### src/sv/assert_macros.svh
// ----------------------------------------------------------------------------
// Assertion helper macros
// Shared wrappers around concurrent assertions, clocked and reset-qualified.
// ----------------------------------------------------------------------------
`ifndef ASSERT_MACROS_SVH
`define ASSERT_MACROS_SVH

// Same-cycle implication
`define ASSERT_IMPLIES(lbl, clk, rst, ante, cons, msg) \
  lbl: assert property (@(posedge clk) disable iff (rst) (ante) |-> (cons)) else $error(msg);

// Next-cycle implication
`define ASSERT_NEXT(lbl, clk, rst, ante, cons, msg) \
  lbl: assert property (@(posedge clk) disable iff (rst) (ante) |=> (cons)) else $error(msg);

`endif

### src/sv/fmslw_pkg.sv
// ----------------------------------------------------------------------------
// fmslw_pkg
// Types and constants for the four-channel slew limiter with link watchdog.
// ----------------------------------------------------------------------------
package fmslw_pkg;

  localparam int NUM_CH    = 4;
  localparam int CMD_W     = 2;
  localparam int SPEED_W   = 9;
  localparam int CFG_W     = 8;
  localparam int PWM_W     = 8;
  localparam int APB_W     = 32;
  localparam int PADDR_W   = 4;
  localparam int REG_LSB   = 2;

  // stream payload layout
  localparam int S_TDATA_W     = 24;
  localparam int S_TUSER_W     = CMD_W;
  localparam int RIGHT_LSB     = 0;
  localparam int LEFT_LSB      = SPEED_W;
  localparam int CH_FIELD_W    = 1 + PWM_W;
  localparam int TIMED_OUT_BIT = NUM_CH * CH_FIELD_W;
  localparam int M_TDATA_W     = 40;

  localparam logic [PWM_W-1:0] PWM_MAX   = 8'hFF;
  localparam logic [CFG_W-1:0] COUNT_MAX = 8'hFF;

  // register reset values
  localparam logic [CFG_W-1:0] SLEW_STEP_RST     = 8'd1;
  localparam logic [CFG_W-1:0] MAX_PWM_RST       = 8'd255;
  localparam logic [CFG_W-1:0] TIMEOUT_LIMIT_RST = 8'd10;
  localparam logic [CFG_W-1:0] PRESCALE_TOP_RST  = 8'd4;

  typedef enum logic [CMD_W-1:0] {
    CMD_TICK     = 2'd0,
    CMD_PING     = 2'd1,
    CMD_PLATFORM = 2'd2
  } cmd_t;

  typedef enum logic [PADDR_W-REG_LSB-1:0] {
    REG_SLEW_STEP     = 2'd0,
    REG_MAX_PWM       = 2'd1,
    REG_TIMEOUT_LIMIT = 2'd2,
    REG_PRESCALE_TOP  = 2'd3
  } reg_idx_t;

endpackage

### src/sv/four_motor_slew_limiter_watchdog_top.sv
// ----------------------------------------------------------------------------
// four_motor_slew_limiter_watchdog_top: 4-channel motor slew limiter, watchdog
// Path: input reg, then result reg. Stalls only while the result is held off.
// Throughput: one transaction per cycle when not stalled; all four channels
// update in one pass.
// Reset (rst, sync, active high): registers to defaults, all motor state zero.
// ----------------------------------------------------------------------------
`include "assert_macros.svh"

module four_motor_slew_limiter_watchdog_top #(
  parameter int MAG_WIDTH = 8
) (
  input  logic                               clk,
  input  logic                               rst,
  input  logic                               s_axis_tvalid,
  output logic                               s_axis_tready,
  // right_speed[8:0], left_speed[17:9], zero pad
  input  logic [fmslw_pkg::S_TDATA_W-1:0]    s_axis_tdata,
  // cmd[1:0]
  input  logic [fmslw_pkg::S_TUSER_W-1:0]    s_axis_tuser,
  output logic                               m_axis_tvalid,
  input  logic                               m_axis_tready,
  // motor0_dir[0], motor0_pwm[8:1], motor1_dir[9], motor1_pwm[17:10],
  // motor2_dir[18], motor2_pwm[26:19], motor3_dir[27], motor3_pwm[35:28],
  // timed_out[36], zero pad
  output logic [fmslw_pkg::M_TDATA_W-1:0]    m_axis_tdata,
  input  logic                               psel,
  input  logic                               penable,
  input  logic                               pwrite,
  input  logic [fmslw_pkg::PADDR_W-1:0]      paddr,
  input  logic [fmslw_pkg::APB_W-1:0]        pwdata,
  output logic [fmslw_pkg::APB_W-1:0]        prdata,
  output logic                               pready
);

  localparam int NCH = fmslw_pkg::NUM_CH;

  typedef logic [MAG_WIDTH-1:0] mag_t;
  typedef logic [MAG_WIDTH:0]   sum_t;

  localparam mag_t MAG_CLAMP = mag_t'(fmslw_pkg::PWM_MAX);

  // configuration
  logic [fmslw_pkg::CFG_W-1:0] slew_step;
  logic [fmslw_pkg::CFG_W-1:0] max_pwm;
  logic [fmslw_pkg::CFG_W-1:0] timeout_limit;
  logic [fmslw_pkg::CFG_W-1:0] prescale_top;

  // channel and watchdog state
  logic                        actual_dir [NCH];
  mag_t                        actual_mag [NCH];
  logic                        target_dir [NCH];
  mag_t                        target_mag [NCH];
  logic [fmslw_pkg::CFG_W-1:0] silence_count;
  logic                        timeout_flag;
  logic [fmslw_pkg::CFG_W-1:0] tick_prescaler;

  logic                        actual_dir_next [NCH];
  mag_t                        actual_mag_next [NCH];
  logic                        target_dir_next [NCH];
  mag_t                        target_mag_next [NCH];
  logic [fmslw_pkg::CFG_W-1:0] silence_count_next;
  logic                        timeout_flag_next;
  logic [fmslw_pkg::CFG_W-1:0] tick_prescaler_next;

  // input stage
  logic                          in_valid;
  logic [fmslw_pkg::CMD_W-1:0]   in_cmd;
  logic [fmslw_pkg::SPEED_W-1:0] in_right;
  logic [fmslw_pkg::SPEED_W-1:0] in_left;

  // result stage
  logic                           out_valid;
  logic [fmslw_pkg::M_TDATA_W-1:0] out_data;
  logic [fmslw_pkg::M_TDATA_W-1:0] out_data_next;

  logic advance;
  logic cfg_write;

  // assertion helpers
  logic                     tick_adv;
  logic [NCH*MAG_WIDTH-1:0] mag_bus;

  assign advance       = in_valid && (!out_valid || m_axis_tready);
  assign s_axis_tready = !in_valid || advance;
  assign m_axis_tvalid = out_valid;
  assign m_axis_tdata  = out_data;
  assign pready        = 1'b1;
  assign cfg_write     = psel && penable && pwrite && pready;

  assign tick_adv = advance && (in_cmd == fmslw_pkg::CMD_TICK);
  assign mag_bus  = {actual_mag[3], actual_mag[2], actual_mag[1], actual_mag[0]};

  // Two's-complement speed to target magnitude, clamped to 8 bits
  function automatic mag_t speed_mag(input logic [fmslw_pkg::SPEED_W-1:0] v);
    logic [fmslw_pkg::SPEED_W-1:0] abs_v;
    abs_v = v[fmslw_pkg::SPEED_W-1] ? (~v + 1'b1) : v;
    return (abs_v > {1'b0, fmslw_pkg::PWM_MAX}) ? MAG_CLAMP
                                                : mag_t'(abs_v[fmslw_pkg::PWM_W-1:0]);
  endfunction

  always_comb begin
    sum_t cur;
    sum_t tgt;
    sum_t step;
    sum_t maxp;
    sum_t dn;
    sum_t up;
    sum_t nmag;
    logic [fmslw_pkg::CFG_W-1:0] cnt_inc;
    logic                        zero_drive;

    step = sum_t'(slew_step);
    maxp = sum_t'(max_pwm);
    zero_drive = timeout_flag;

    silence_count_next  = silence_count;
    timeout_flag_next   = timeout_flag;
    tick_prescaler_next = tick_prescaler;
    for (int k = 0; k < NCH; k++) begin
      actual_dir_next[k] = actual_dir[k];
      actual_mag_next[k] = actual_mag[k];
      target_dir_next[k] = target_dir[k];
      target_mag_next[k] = target_mag[k];
    end

    cnt_inc = (silence_count != fmslw_pkg::COUNT_MAX) ? silence_count + 1'b1
                                                      : silence_count;

    case (fmslw_pkg::cmd_t'(in_cmd))
      fmslw_pkg::CMD_TICK: begin
        for (int k = 0; k < NCH; k++) begin
          cur  = {1'b0, actual_mag[k]};
          tgt  = {1'b0, target_mag[k]};
          dn   = (cur > step) ? cur - step : '0;
          up   = cur + step;
          nmag = cur;
          if (zero_drive) begin
            nmag = '0;
          end else if (target_dir[k] != actual_dir[k]) begin
            // ramp down before reversing
            nmag = dn;
            if (dn == '0) actual_dir_next[k] = target_dir[k];
          end else if (cur > tgt) begin
            nmag = dn;
            if (nmag > maxp) nmag = maxp;
            if (nmag < tgt) nmag = tgt;
          end else if (cur < tgt) begin
            nmag = up;
            if (nmag > maxp) nmag = maxp;
            if (nmag > tgt) nmag = tgt;
          end
          actual_mag_next[k] = nmag[MAG_WIDTH-1:0];
        end
        if (tick_prescaler == '0) begin
          if (cnt_inc >= timeout_limit) begin
            silence_count_next = timeout_limit;
            timeout_flag_next  = 1'b1;
          end else begin
            silence_count_next = cnt_inc;
            timeout_flag_next  = 1'b0;
          end
        end
        tick_prescaler_next = (tick_prescaler >= prescale_top) ? '0
                                                               : tick_prescaler + 1'b1;
      end
      fmslw_pkg::CMD_PING: begin
        silence_count_next = '0;
      end
      fmslw_pkg::CMD_PLATFORM: begin
        silence_count_next = '0;
        // right side: negative drives dir 0; left side has opposite polarity
        for (int k = 0; k < NCH / 2; k++) begin
          target_dir_next[k] = ~in_right[fmslw_pkg::SPEED_W-1];
          target_mag_next[k] = speed_mag(in_right);
          target_dir_next[k + NCH / 2] = in_left[fmslw_pkg::SPEED_W-1];
          target_mag_next[k + NCH / 2] = speed_mag(in_left);
        end
      end
      default: begin
      end
    endcase

    // drive reported is zero whenever the flag was set before this transaction
    out_data_next = '0;
    for (int k = 0; k < NCH; k++) begin
      out_data_next[k * fmslw_pkg::CH_FIELD_W] = actual_dir_next[k] && !zero_drive;
      out_data_next[k * fmslw_pkg::CH_FIELD_W + 1 +: fmslw_pkg::PWM_W] =
        zero_drive ? '0 : actual_mag_next[k][fmslw_pkg::PWM_W-1:0];
    end
    out_data_next[fmslw_pkg::TIMED_OUT_BIT] = timeout_flag_next;
  end

  // register read
  always_comb begin
    prdata = '0;
    case (fmslw_pkg::reg_idx_t'(paddr[fmslw_pkg::PADDR_W-1:fmslw_pkg::REG_LSB]))
      fmslw_pkg::REG_SLEW_STEP:     prdata[fmslw_pkg::CFG_W-1:0] = slew_step;
      fmslw_pkg::REG_MAX_PWM:       prdata[fmslw_pkg::CFG_W-1:0] = max_pwm;
      fmslw_pkg::REG_TIMEOUT_LIMIT: prdata[fmslw_pkg::CFG_W-1:0] = timeout_limit;
      fmslw_pkg::REG_PRESCALE_TOP:  prdata[fmslw_pkg::CFG_W-1:0] = prescale_top;
      default:                      prdata = '0;
    endcase
  end

  always_ff @(posedge clk) begin
    if (rst) begin
      in_valid       <= 1'b0;
      out_valid      <= 1'b0;
      slew_step      <= fmslw_pkg::SLEW_STEP_RST;
      max_pwm        <= fmslw_pkg::MAX_PWM_RST;
      timeout_limit  <= fmslw_pkg::TIMEOUT_LIMIT_RST;
      prescale_top   <= fmslw_pkg::PRESCALE_TOP_RST;
      silence_count  <= '0;
      timeout_flag   <= 1'b0;
      tick_prescaler <= '0;
      for (int k = 0; k < NCH; k++) begin
        actual_dir[k] <= 1'b0;
        actual_mag[k] <= '0;
        target_dir[k] <= 1'b0;
        target_mag[k] <= '0;
      end
    end else begin
      if (s_axis_tready) begin
        in_valid <= s_axis_tvalid;
      end
      if (advance) begin
        out_valid <= 1'b1;
      end else if (m_axis_tready) begin
        out_valid <= 1'b0;
      end
      if (cfg_write) begin
        case (fmslw_pkg::reg_idx_t'(paddr[fmslw_pkg::PADDR_W-1:fmslw_pkg::REG_LSB]))
          fmslw_pkg::REG_SLEW_STEP:     slew_step     <= pwdata[fmslw_pkg::CFG_W-1:0];
          fmslw_pkg::REG_MAX_PWM:       max_pwm       <= pwdata[fmslw_pkg::CFG_W-1:0];
          fmslw_pkg::REG_TIMEOUT_LIMIT: timeout_limit <= pwdata[fmslw_pkg::CFG_W-1:0];
          fmslw_pkg::REG_PRESCALE_TOP:  prescale_top  <= pwdata[fmslw_pkg::CFG_W-1:0];
          default: begin
          end
        endcase
      end
      if (advance) begin
        silence_count  <= silence_count_next;
        timeout_flag   <= timeout_flag_next;
        tick_prescaler <= tick_prescaler_next;
        for (int k = 0; k < NCH; k++) begin
          actual_dir[k] <= actual_dir_next[k];
          actual_mag[k] <= actual_mag_next[k];
          target_dir[k] <= target_dir_next[k];
          target_mag[k] <= target_mag_next[k];
        end
      end
    end
  end

  // payload registers
  always_ff @(posedge clk) begin
    if (s_axis_tvalid && s_axis_tready) begin
      in_cmd   <= s_axis_tuser[fmslw_pkg::CMD_W-1:0];
      in_right <= s_axis_tdata[fmslw_pkg::RIGHT_LSB +: fmslw_pkg::SPEED_W];
      in_left  <= s_axis_tdata[fmslw_pkg::LEFT_LSB +: fmslw_pkg::SPEED_W];
    end
    if (advance) begin
      out_data <= out_data_next;
    end
  end

  `ASSERT_NEXT(a_adv_out_valid, clk, rst, advance, out_valid, "transaction gave no result")

  `ASSERT_NEXT(a_in_held, clk, rst, in_valid && !advance, in_valid, "pending input dropped")

  `ASSERT_NEXT(a_timeout_zero, clk, rst, tick_adv && timeout_flag, ~|mag_bus, "timed-out drive")

  `ASSERT_NEXT(a_cmd_no_slew, clk, rst, advance && !tick_adv, $stable(mag_bus), "command slewed")

endmodule
### config.mk
export PLATFORM = sky130hd
export DESIGN_NAME = four_motor_slew_limiter_watchdog_top
export DESIGN_NICKNAME = d
export VERILOG_FILES = /design/src/sv/fmslw_pkg.sv /design/src/sv/four_motor_slew_limiter_watchdog_top.sv
export VERILOG_INCLUDE_DIRS = /design/src /design/src/sv
export SDC_FILE = /design/constraint.sdc
export NUM_CORES = 1
export LEC_CHECK = 0
export BUFFER_PORTS_ARGS = -buffer_cell sky130_fd_sc_hd__buf_4
export CORE_UTILIZATION = 40
export DETAILED_ROUTE_END_ITERATION = 8
export SLEW_MARGIN = 20
export SYNTH_ARGS = -nofsm -noshare
export SYNTH_HDL_FRONTEND = slang
export SYNTH_SLANG_ARGS = --single-unit
### constraint.sdc
create_clock -name clk -period 13.75 [get_ports clk]
set_input_delay 2.75 -clock clk [delete_from_list [all_inputs] [get_ports clk]]
set_output_delay 2.75 -clock clk [all_outputs]
set_load 0.05 [all_outputs]
# Word level (Yosys, flattened, before mapping)
# Memory sizes are Yosys's and may differ from the RTL's.
# Cells that the tools add are included.
[op_classes]
n_addsub = 12
n_lt_le_gt_ge = 32
n_eq_ne = 11
mux = 124
bitwise = 19
n_reduce_logical = 29
[op_table]
columns = ["op", "count"]
rows = [
  ["9-bit two-way mux", 50],
  ["8-bit two-way mux", 38],
  ["9-bit by 8-bit > comparator with 1-bit output", 12],
  ["8-bit > comparator", 8],
  ["32-bit two-way mux", 2],
  ["8-bit by 8-bit adder with 9-bit output", 4],
  ["9-bit logical NOT", 4],
  ["9-bit by 8-bit less-than comparator with 1-bit output", 4],
  ["8-bit by 8-bit subtractor with 9-bit output", 4],
  ["8-bit less-than comparator", 4],
  ["8-bit case mux with 4 select lines", 1],
  ["1-bit two-way mux", 30],
  ["9-bit by 1-bit adder with 9-bit output, second input constant", 2],
  ["9-bit by 8-bit > comparator with 1-bit output, second input constant", 2],
  ["9-bit inverter", 2],
  ["8-bit by 1-bit adder with 8-bit output, second input constant", 2],
  ["8-bit greater-or-equal comparator", 2],
  ["1-bit OR", 16],
  ["8-bit case mux with 2 select lines", 1],
  ["2-bit AND reduction", 5],
  ["1-bit logical AND", 8],
  ["8-bit logical NOT", 1],
  ["4-bit two-way mux", 2],
  ["8-bit != test, second input constant", 1],
  ["other kinds (11)", 22],
]
[totals]
regBits = 108
ram_bits = 72
inputBits = 69
out_inout_bits = 75
mem_count = 4
[memory_table]
columns = ["name", "depth", "word_bits", "read_ports", "rd_ports_with_merged_regs", "wr", "line_no", "source"]
rows = [
  ["actual_mag", 4, 8, 4, 0, 4, "four_motor_slew_limiter_watchdog_top.sv:51", "mag_t actual_mag [NCH];"],
  ["target_mag", 4, 8, 4, 0, 4, "four_motor_slew_limiter_watchdog_top.sv:53", "mag_t target_mag [NCH];"],
  ["actual_dir", 4, 1, 4, 0, 4, "four_motor_slew_limiter_watchdog_top.sv:50", "logic actual_dir [NCH];"],
  ["target_dir", 4, 1, 4, 0, 4, "four_motor_slew_limiter_watchdog_top.sv:52", "logic target_dir [NCH];"],
]

# Depth between registers and ports, before layout
# Gate-level depths: netlist of run 1.
# An unclocked memory read counts as a cell.
[logic_depth]
depth_word = 17
depth_mapped = 29

# Worst setup path before layout of run 1
# Ideal clock, no wire load.
[synth_path]
kind = "input-to-output"
startpoint = "input paddr[2] in the netlist's numbering"
endpoint = "output prdata[0] in the netlist's numbering"
arrival_ns = 3.863
slack_ns = 7.137
path_stages = 2
cell_sequence = "clkbuf_1 > mux4_2"
[synth_between]
elab_chain_len = 2
word_cells_on_any_way = 5
classes_between = "3 x eq/ne; 1 x mux; 1 x reduce/logical"
[synth_rtl]
columns = ["element", "line_no", "source"]
rows = [
  ["start, declared", "four_motor_slew_limiter_watchdog_top.sv:30", "input logic [fmslw_pkg::PADDR_W-1:0] paddr,"],
  ["2-bit == test (tied with other cells)", "four_motor_slew_limiter_watchdog_top.sv:197", "case (fmslw_pkg::reg_idx_t'(paddr[fmslw_pkg::PADDR_W-1:fmslw_pkg::REG_LSB]))"],
  ["8-bit case mux with 4 select lines (*)", "four_motor_slew_limiter_watchdog_top.sv:197", ""],
  ["end, declared", "four_motor_slew_limiter_watchdog_top.sv:32", "output logic [fmslw_pkg::APB_W-1:0] prdata,"],
]
# Every way passes the cells marked *; elsewhere a longest branch is shown, timed or not.

# Final worst setup path of run 1
[layout_path]
startpoint = "register slew_step[2] in the netlist's numbering"
endpoint = "register out_data, in the netlist m_axis_tdata[3], data pin"
[layout_between]
elab_chain_len = 15
word_cells_on_any_way = 26
classes_between = "2 x add/sub; 5 x order compare; 19 x mux"
[layout_rtl]
columns = ["element", "line_no", "source"]
rows = [
  ["start, declared", "four_motor_slew_limiter_watchdog_top.sv:44", "logic [fmslw_pkg::CFG_W-1:0] slew_step;"],
  ["start signal, assigned", "four_motor_slew_limiter_watchdog_top.sv:210", "slew_step <= fmslw_pkg::SLEW_STEP_RST;"],
  ["start signal, assigned", "four_motor_slew_limiter_watchdog_top.sv:234", "fmslw_pkg::REG_SLEW_STEP: slew_step <= pwdata[fmslw_pkg::CFG_W-1:0];"],
  ["8-bit by 8-bit adder with 9-bit output", "four_motor_slew_limiter_watchdog_top.sv:136", "up = cur + step;"],
  ["9-bit by 8-bit > comparator with 1-bit output", "four_motor_slew_limiter_watchdog_top.sv:150", "if (nmag > maxp) nmag = maxp;"],
  ["9-bit two-way mux", "four_motor_slew_limiter_watchdog_top.sv:150", ""],
  ["9-bit two-way mux", "four_motor_slew_limiter_watchdog_top.sv:148", "end else if (cur < tgt) begin"],
  ["9-bit two-way mux", "four_motor_slew_limiter_watchdog_top.sv:144", "end else if (cur > tgt) begin"],
  ["9-bit two-way mux", "four_motor_slew_limiter_watchdog_top.sv:140", "end else if (target_dir[k] != actual_dir[k]) begin"],
  ["9-bit two-way mux", "four_motor_slew_limiter_watchdog_top.sv:138", "if (zero_drive) begin"],
  ["9-bit two-way mux", "four_motor_slew_limiter_watchdog_top.sv:130", "case (fmslw_pkg::cmd_t'(in_cmd))"],
  ["9-bit by 8-bit > comparator with 1-bit output", "four_motor_slew_limiter_watchdog_top.sv:151", "if (nmag > tgt) nmag = tgt;"],
  ["8-bit two-way mux", "four_motor_slew_limiter_watchdog_top.sv:151", ""],
  ["8-bit two-way mux", "four_motor_slew_limiter_watchdog_top.sv:148", ""],
  ["8-bit two-way mux", "four_motor_slew_limiter_watchdog_top.sv:144", ""],
  ["8-bit two-way mux (*)", "four_motor_slew_limiter_watchdog_top.sv:140", ""],
  ["8-bit two-way mux (*)", "four_motor_slew_limiter_watchdog_top.sv:138", ""],
  ["32-bit two-way mux (*)", "four_motor_slew_limiter_watchdog_top.sv:130", ""],
  ["end signal, assigned", "four_motor_slew_limiter_watchdog_top.sv:264", "out_data <= out_data_next;"],
  ["end, declared", "four_motor_slew_limiter_watchdog_top.sv:74", "logic [fmslw_pkg::M_TDATA_W-1:0] out_data;"],
]
# Every way passes the cells marked *; elsewhere a longest branch is shown, timed or not. The select of a mux whose other input is x is not followed.
# A chain may end at the register's enable or synchronous reset.

==> impl_metrics.yaml, run 1 <==
placed_design:
  post_dp_cell_area_um2: 18100
  dp_slack_ns: 6.00
  portBuffers: 83
  dp_hpwl_um: 43000
  numPlacedInstances: 2477
  gp_congestion: 0.980
global_routing:
  grt_pass1_vias: 14700
  antenna_found_initial: 2
  track_usage_pct: 26.3
  grt_pass1_wl_um: 86700
  grt_max_degree: 50
  grt_overflow: 0
die:
  start_util_pct: 40.5
  die_h_um: 208
  die_x_um: 208
  core_um2: 41900
  rows: 75
  die_area_um2: 43300
  pin_count: 144
clock_network:
  cts_resized: 0
  numCtsBuffers: 17
  cts_hold_buf: 0
  cts_sinks: 163
  cts_setup_buffers: 0
  h-tree-depth: 4
  cts_root_buf: "clkbuf_16"
  clkLatencyLatePin_ns: 0.48
  clk_pin_slew_worst_paths_ns: 0.08
  cts_tree: "yes"
  clock_path_buffers: 2
sta:
  fin_skew_ns: 0.0143
  post-route-period-util_pct: 58.7
  tightest_slew_ns: 1.09
  setup_slack_ns: 5.68
  setup_viol_count_final: 0
  slew_headroom_pct: 26.9
  fmax_mhz: 124
  slew_viol_final: 0
  final.setup.tns_ns: 0
  hold_violations: 0
  rsz0062_at_grt: "false"
  layout_min_cycle_time_ns: 8.07
power:
  pwr-share-seq_pct: 30.9
  leakagePower_uw: 0.00813
  peakVddDrop_mv: 0.110
  power_frac_clock_pct: 27.4
  power_density_nw_per_um2: 102
  p_sw_uw: 774
  totalPowerFinal_uw: 1910
  p_int_uw: 1140
  switching_share_pct: 40.5
  p_comb_share_pct: 41.7
cells_and_area:
  fin_cells: 2509
  final_cell_area_um2: 18700
  diodes: 0
  multi_input_area_um2: 11800
  layout.nets: 2269
  drive_gt1_share_pct: 12.8
  area_growth_pct: 10.2
  fillers: 4039
  regArea_um2: 4390
setup_path:
  worstPathArrival_ns: 8.27
  critPathKind: "reg -> reg"
  cp.required_ns: 13.95
  cp-end-kind: "flop"
  crit_path_start_kind: "flop"
  cp_max_fo: 8
synthesis:
  ys_seq_elements: 163
  synth_edf_count: 112
  synth_ff_type: "edfxtp_1"
  avgSynthCellArea_um2: 8.96
  syn_inst: 1896
  yosysWarnings: 0
  ys_types: 105
  synthArstFlopShare_pct: 0
  netlist_area_um2: 17000
  ys_seq_area_share_pct: 25.8
min_path:
  hold_path_class: "reg -> reg"
status:
  status: "completed"
drt:
  drtIter0Drc: 1483
  vias_per_cell: 6.11
  wl_per_cell_um: 22.7
  antenna_left: 0
  drt_pass1_iterations: 5
  vias: 15300
  drcViolationCount: 0
  finalWirelength_um: 57000
flow_run:
  maxCapViolCount: 0
==> registers in the layout, indices dropped and copies added (netlist names), 9 cells and up <==
signal and flops:
m_axis_tdata 37, actual_mag 32, target_mag 16, in_left 9, in_right 9
==> placed cells by master (no fill, tap or decap), drive strengths merged, types with 20 or more instances in the layout <==
master,n
ha,235
nor2,175
a21oi,144
inv,120
edfxtp,112
buf,110
nand2,91
o21ai,86
a21o,63
nor3,52
dfxtp,51
mux2i,46
mux2,43
nand4,37
nor2b,37
o21a,36
xor2,36
xnor2,34
nand3,34
nand2b,29
a221o,28
conb,28
o22ai,24
a221oi,23
o211ai,21
a211o,20
==> power groups by stage <==
stage | sequential (µW) | combinational [µW] | clock, µW
after global placement | 600 | 762 | 0
after global routing | 593 | 868 | 548
after CTS | 590 | 781 | 531
after detailed placement | 601 | 776 | 0
after floorplan | 614 | 570 | 0
final | 591 | 797 | 523
==> final timing paths <==
check,startpoint,endpoint,slack (ns),cells past startpoint
setup / recovery,slew_step[2],m_axis_tdata[3],5.68,24
hold / removal,prescale_top[2],prescale_top[2],0.52,1
setup reg to reg,slew_step[2],m_axis_tdata[3],5.68,24
hold reg to reg,prescale_top[2],prescale_top[2],0.52,1
==> critical path, stage by stage, from the launching register on <==
cell and delay [ns]:
dfxtp_1 0.75, inv_1 0.43, ha_1 0.51, o21a_1 0.22, o31a_1 0.15, o21ai_0 0.23, a21oi_1 0.12, o21ai_0 0.21
nor3b_1 0.36, nor3_1 0.13, ha_1 0.33, nand4_1 0.17, a211oi_1 0.41, a221oi_2 0.13, nor2_1 0.51, mux2_2 0.43
ha_1 0.30, a21o_1 0.16, a21o_1 0.16, a21oi_1 0.20, o21ai_0 0.17, a211o_1 0.40, o41ai_4 0.64, a221oi_2 0.14
nor3b_1 0.53
==> final cells by class <==
class | instances | area share [%]
Multi-Input combinational cell | 1549 | 62.8
Sequential cell | 163 | 23.4
Tap cell | 539 | 3.61
Clock inverter | 14 | 1.03
Timing Repair Buffer | 110 | 4.41
Clock buffer | 18 | 2.35
Inverter | 116 | 2.33
==> per-stage QoR <==
step                utilization [%]  hold slack [ns]
detailed placement             43.1            0.511
finish                         44.6            0.518
global placement               43.1            0.507
floorplan                         -            0.453
global route                   44.6            0.537
CTS                            44.6            0.519
==> layer usage <==
layer  up-vias  GRT usage, %  wire length (µm)
met5         -             0                 0
met4         0          11.8              2390
met3       123          4.11              4670
met2       649          41.1             24900
met1      7360          35.7             25000
li1       7204             -                 -
==> Yosys cell counts, types with 9 or more instances <==
master	count	area (µm²)
a221o_1	28	280
mux2_2	41	462
dfxtp_1	51	1020
nand2b_1	29	181
a211oi_1	11	82.6
nor2b_1	37	231
a211o_1	20	175
ha_1	235	2940
edfxtp_1	112	3360
xor2_1	36	315
o21ai_0	82	410
xnor2_1	34	298
o2bb2ai_1	9	78.8
nand2_1	90	338
a221oi_1	12	105
buf_4	33	248
nor3_1	51	255
inv_1	114	428
o31ai_1	14	105
o22ai_1	24	150
o211ai_1	18	135
nand3_1	32	160
nor2_1	174	653
o21bai_1	10	75.1
a21oi_1	141	706
a221oi_2	11	165
mux2i_1	46	460
and2_1	10	62.6
a21o_1	62	465
clkbuf_1	45	169
and3_1	17	106
nor3b_1	13	97.6
nand4_1	37	231
o21a_1	36	270
==> kinds of logic after synthesis <==
logic type               Yosys count  synth area share, %
multiplexers                      97                 6.67
adder cells (fa/ha/maj)          243                 18.3
buffers and inverters            210                 5.62
other                              2               0.0442
AO/OA/AOI/OAI                    570                 24.1
flip-flops                       163                 25.8
XOR/XNOR                          70                 3.61
AND/OR/NAND/NOR                  541                 15.9
No activity file was read; power rests on OpenSTA's default activity.
==> inputs of run 2 (changes only) <==
Clock period 13.75 ns to 8.15 ns, I/O delays scaled along.
==> run 2 against run 1 <==
Net effect:
- global-route usage increased by 0.10 points
- non-clock buffer count increased by 7
- wire length shrank 0.17%
- setup slack worse by 4.7 ns
- fmax increased by 13%
- clock power increased by 63%
- first-iteration DRC count fell by 8.2%
- die area unchanged
- hold slack got worse by 0.014 ns
- combinational power grew 69%
- largest power group unchanged
==> impl_metrics.yaml, run 2 (synthesis gave the netlist of run 1 again) <==
power:
  peakVddDrop_mv: 0.162
  p_sw_uw: 1330
  p_comb_share_pct: 42.1
  power_density_nw_per_um2: 171
  leakagePower_uw: 0.00815
  p_int_uw: 1870
  switching_share_pct: 41.7
  pwr-share-seq_pct: 31.2
  power_frac_clock_pct: 26.7
sta:
  hold_violations: 0
  slew_viol_final: 0
  fmax_mhz: 140
  tightest_slew_ns: 1.15
  slew_headroom_pct: 22.9
  setup_viol_count_final: 0
  setup_slack_ns: 1.00
  layout_min_cycle_time_ns: 7.15
  fin_skew_ns: 0.0242
  final.setup.tns_ns: 0
  rsz0062_at_grt: "false"
  post-route-period-util_pct: 87.7
setup_path:
  critPathKind: "reg -> reg"
  cp-end-kind: "flop"
  worstPathArrival_ns: 7.34
  cp.required_ns: 8.34
  crit_path_top_delay_cell: "o41ai_4"
  slowest_delay_ns: 0.55
  path_cells: "inv_1 -> ha_1 -> o21a_1 -> o31a_1 -> o21ai_0 -> a21oi_1 -> o21ai_0 -> nor3b_1 -> nor3_1 -> ha_1 -> nand4_1 -> a211oi_1 -> a221oi_2 -> nor2_1 -> mux2_2 -> ha_1 -> a21o_1 -> a21o_1 -> a21oi_1 -> o21ai_0 -> a211o_1 -> o41ai_4 -> a221oi_2 -> nor3b_1"
  cp_max_fo: 8
  crit_path_start_kind: "flop"
die:
  core_um2: 41900
  die_area_um2: 43300
  pin_count: 144
  start_util_pct: 40.5
  rows: 75
  die_x_um: 208
  die_h_um: 208
clock_network:
  cts_resized: 0
  h-tree-depth: 4
  cts_hold_buf: 0
  cts_setup_buffers: 0
  clk_pin_slew_worst_paths_ns: 0.08
  clock_path_buffers: 2
  cts_tree: "yes"
  numCtsBuffers: 17
  cts_sinks: 163
  clkLatencyLatePin_ns: 0.48
  cts_root_buf: "clkbuf_16"
global_routing:
  track_usage_pct: 26.4
  grt_overflow: 0
  antenna_found_initial: 1
  grt_pass1_wl_um: 87100
  grt_pass1_vias: 14900
  grt_max_degree: 50
cells_and_area:
  drive_gt1_share_pct: 13.3
  fillers: 4093
  multi_input_area_um2: 11800
  diodes: 0
  mostFrequentLayoutCells: "235 x ha_1, 173 x nor2_1, 140 x a21oi_1"
  regArea_um2: 4390
  area_growth_pct: 10.3
  fin_cells: 2516
  mostFrequentLayoutCell: "ha_1"
  final_cell_area_um2: 18700
  largest_reg_flops: 37
  layout.nets: 2276
drt:
  finalWirelength_um: 56900
  wl_per_cell_um: 22.6
  vias: 15300
  drcViolationCount: 0
  antenna_left: 0
  drt_pass1_iterations: 5
  vias_per_cell: 6.09
  drtIter0Drc: 1362
min_path:
  hold_path_class: "reg -> reg"
placed_design:
  post_dp_cell_area_um2: 18100
  dp_slack_ns: 1.29
  dp_hpwl_um: 42700
  numPlacedInstances: 2484
  portBuffers: 83
  gp_congestion: 1.00
flow_run:
  maxCapViolCount: 0
status:
  status: "completed"
run 2: path summary, 6_finish.rpt:
check | startpoint | end | slack, ns | cells after the start
setup / recovery | slew_step[2] | m_axis_tdata[3] | 1.00 | 24
hold / removal | prescale_top[2] | prescale_top[2] | 0.50 | 1
setup reg to reg | slew_step[2] | m_axis_tdata[3] | 1.00 | 24
hold reg to reg | prescale_top[2] | prescale_top[2] | 0.50 | 1
run 2: worst max-delay path: cells and delay by family, from the launching register on:
kind                     cells  cell delay (ns)
AND/OR/NAND/NOR              5             1.62
adder cells (fa/ha/maj)      3             1.07
AO/OA/AOI/OAI               14             3.08
buffers and inverters        1             0.35
flip-flops                   1             0.32
multiplexers                 1             0.44
run 2: final cells by class:
class                           instances  area share, %
Inverter                              116           2.32
Clock inverter                         15          0.961
Multi-Input combinational cell       1549           62.8
Tap cell                              539           3.60
Sequential cell                       163           23.4
Clock buffer                           17           2.27
Timing Repair Buffer                  117           4.69
run 2: power groups by stage:
stage	combinational (µW)	sequential (µW)	clock, µW
final	1350	1000	854
after global routing	1480	1000	896
after CTS	1320	997	874
after detailed placement	1310	1020	0
after global placement	1290	1010	0
after floorplan	962	1040	0
run 2: metrics by stage:
stage | total power, µW | utilization (%) | hold slack (ns)
2_1_floorplan | 2000 | - | 0.453
3_3_place_gp | 2300 | 43.2 | 0.472
3_5_place_dp | 2330 | 43.2 | 0.487
4_1_cts | 3190 | 44.7 | 0.504
5_1_grt | 3380 | 44.7 | 0.518
6_report | 3200 | 44.7 | 0.504
run 2: layer usage:
| layer | part of all wire, % | track usage [%] | routed length, µm |
|---|---|---|---|
| met2 | 43 | 40.5 | 24500 |
| met5 | 0.023 | 0 | 13 |
| met1 | 45 | 35.8 | 25300 |
| met3 | 8.1 | 4.92 | 4630 |
| met4 | 4.1 | 12.2 | 2350 |
==> inputs of run 3 (changes only) <==
Settings changed: ABC_AREA from default to 1.
==> run 3 against run 2 <==
Net effect:
- clock skew fell by 0.0097 ns
- sequential cell count did not move
- via count rose by 3.2%
- sequential power barely moved
- global-route usage fell by 0.47 points
- critical endpoint is now m_axis_tdata[14]
- largest power group unchanged
==> impl_metrics.yaml, run 3 <==
synthesis:
  synth_xor_area_share_pct: 2.76
  synth_edf_count: 112
  ys_seq_elements: 163
  synth.most_common_cell: "nand2_1"
  yosysWarnings: 0
  syn_inst: 2277
  netlist_area_um2: 16500
  ys_seq_area_share_pct: 26.6
  synth_fa_ha_area_share_pct: 18.8
  synth_top_family_by_area: "simple AND/OR/NAND/NOR gates"
  synth_area_leaders: "edfxtp_1 20%, ha_1 18%, nand2_1 11%"
  avgSynthCellArea_um2: 7.24
  synth_compound_gate_area_share_pct: 18.3
  ys_types: 56
  synth_ff_type: "edfxtp_1"
  synth_top_area_cell: "edfxtp_1"
  synth-simple-area-share_pct: 24.0
  synthMuxAreaShare_pct: 0.243
  synth.top_cell.area_share_pct: 20.4
  synthArstFlopShare_pct: 0
  synth_common_cells: "487 x nand2_1, 271 x a21oi_1, 251 x inv_1"
power:
  peakVddDrop_mv: 0.155
  leakagePower_uw: 0.00867
  power_density_nw_per_um2: 180
sta:
  fin_skew_ns: 0.0145
  slew_headroom_pct: 30.6
  post-route-period-util_pct: 81.5
  fmax_mhz: 151
  hold_violations: 0
  rsz0062_at_grt: "false"
  final.setup.tns_ns: 0
  setup_viol_count_final: 0
  layout_min_cycle_time_ns: 6.64
  tightest_slew_ns: 1.04
  slew_viol_final: 0
  setup_slack_ns: 1.51
flow_run:
  maxCapViolCount: 0
clock_network:
  cts_root_buf: "clkbuf_16"
  clock_path_buffers: 2
  numCtsBuffers: 17
  cts_sinks: 163
  cts_tree: "yes"
  cts_setup_buffers: 0
  cts_resized: 0
  cts_hold_buf: 0
  clk_pin_slew_worst_paths_ns: 0.06
  h-tree-depth: 4
  clkLatencyLatePin_ns: 0.46
cells_and_area:
  fin_cells: 2877
  fillers: 4178
  layout.nets: 2645
  multi_input_area_um2: 10700
  drive_gt1_share_pct: 8.57
  mostFrequentLayoutCell: "nand2_1"
  area_growth_pct: 10.0
  largest_reg_flops: 37
  regArea_um2: 4380
  mostFrequentLayoutCells: "486 x nand2_1, 271 x a21oi_1, 250 x inv_1"
  diodes: 0
die:
  rows: 74
  die_x_um: 205
  pin_count: 144
  die_area_um2: 42000
  start_util_pct: 40.5
  die_h_um: 205
  core_um2: 40700
drt:
  wl_met2_um: 25500
  drtIter0Drc: 1230
  wl_met1_um: 23500
  vias_per_cell: 5.50
  finalWirelength_um: 54000
  drt_pass1_iterations: 7
  wl_per_cell_um: 18.8
  antenna_left: 0
  drcViolationCount: 0
  dr.max_layer_used: "met4"
  vias: 15800
  met3WireLength_um: 2740
status:
  status: "completed"
setup_path:
  reg2reg_depth: 29
  crit_path_start_kind: "flop"
  cp.required_ns: 8.33
  slowest_delay_ns: 0.64
  cp_max_fo: 16
  worstPathArrival_ns: 6.82
  cp-end-kind: "flop"
  crit_path_top_delay_cell: "nor3_2"
  crit_top_cell: "nand2_1"
  critPathKind: "reg -> reg"
min_path:
  min_path_cells: 2
  hold_path_class: "reg -> reg"
global_routing:
  track_usage_pct: 25.9
  antenna_found_initial: 0
  grt_max_degree: 48
  grt_overflow: 0
  grt_pass1_vias: 15100
  grt_pass1_wl_um: 83500
placed_design:
  gp_congestion: 0.986
  numPlacedInstances: 2846
  portBuffers: 83
  dp_slack_ns: 1.53
  dp_hpwl_um: 40800
-- run 3: layer usage --
layer | vias up | GRT usage (%)
met3 | 130 | 3.31
met5 | - | 0
met2 | 490 | 43.6
li1 | 7809 | -
met4 | 0 | 11.8
met1 | 7385 | 32.9
-- run 3: final timing paths --
kind	startpoint	end	slack [ns]
max	slew_step[1]	m_axis_tdata[14]	1.51
min	silence_count[7]	silence_count[7]	0.48
max reg2reg	slew_step[1]	m_axis_tdata[14]	1.51
min reg2reg	silence_count[7]	silence_count[7]	0.48
-- run 3: logic make-up after synthesis --
family | count (synthesis)
AOI/OAI and AO/OA | 555
xor gates and xnor gates | 52
adders and majority gates | 243
buffers and inverters | 357
DFF | 163
muxes | 4
other | 2
and+or+nand+nor | 901
-- run 3: final cells by class --
class	instances	area share [%]
tap	532	3.67
clock inverter	11	1.10
timing repair buffer	99	4.10
sequential	163	24.2
multi-input combinational	1783	59.0
clock buffer	20	2.41
inverter	269	5.58
-- run 3: critical path: cells and delay by family, from the launching register on --
| family | cells | cell delay (ns) |
|---|---|---|
| AO/OA/AOI/OAI | 12 | 2.08 |
| flip-flops | 1 | 0.57 |
| AND/OR/NAND/NOR | 9 | 1.45 |
| adder cells (fa/ha/maj) | 3 | 1.28 |
| buffers and inverters | 4 | 0.82 |
| XOR/XNOR | 1 | 0.17 |
-- run 3: where the power goes --
part / leakage (µW) / total [µW] / internal, µW / switching, µW
sequential: 0.00154 / 996 / 938 / 58.0
clock: 0.000302 / 896 / 545 / 351
combinational: 0.00682 / 1380 / 445 / 932
total: 0.00867 / 3270 / 1930 / 1340
-- run 3: stage by stage --
stage	hold slack [ns]	total power (µW)	util (%)	area, µm²
final	0.482	3270	44.5	18100
after CTS	0.489	3260	44.5	18100
after global placement	0.471	2330	42.9	17500
after global routing	0.521	3490	44.5	18100
after detailed placement	0.478	2360	42.9	17500
after floorplan	0.450	2030	-	16600
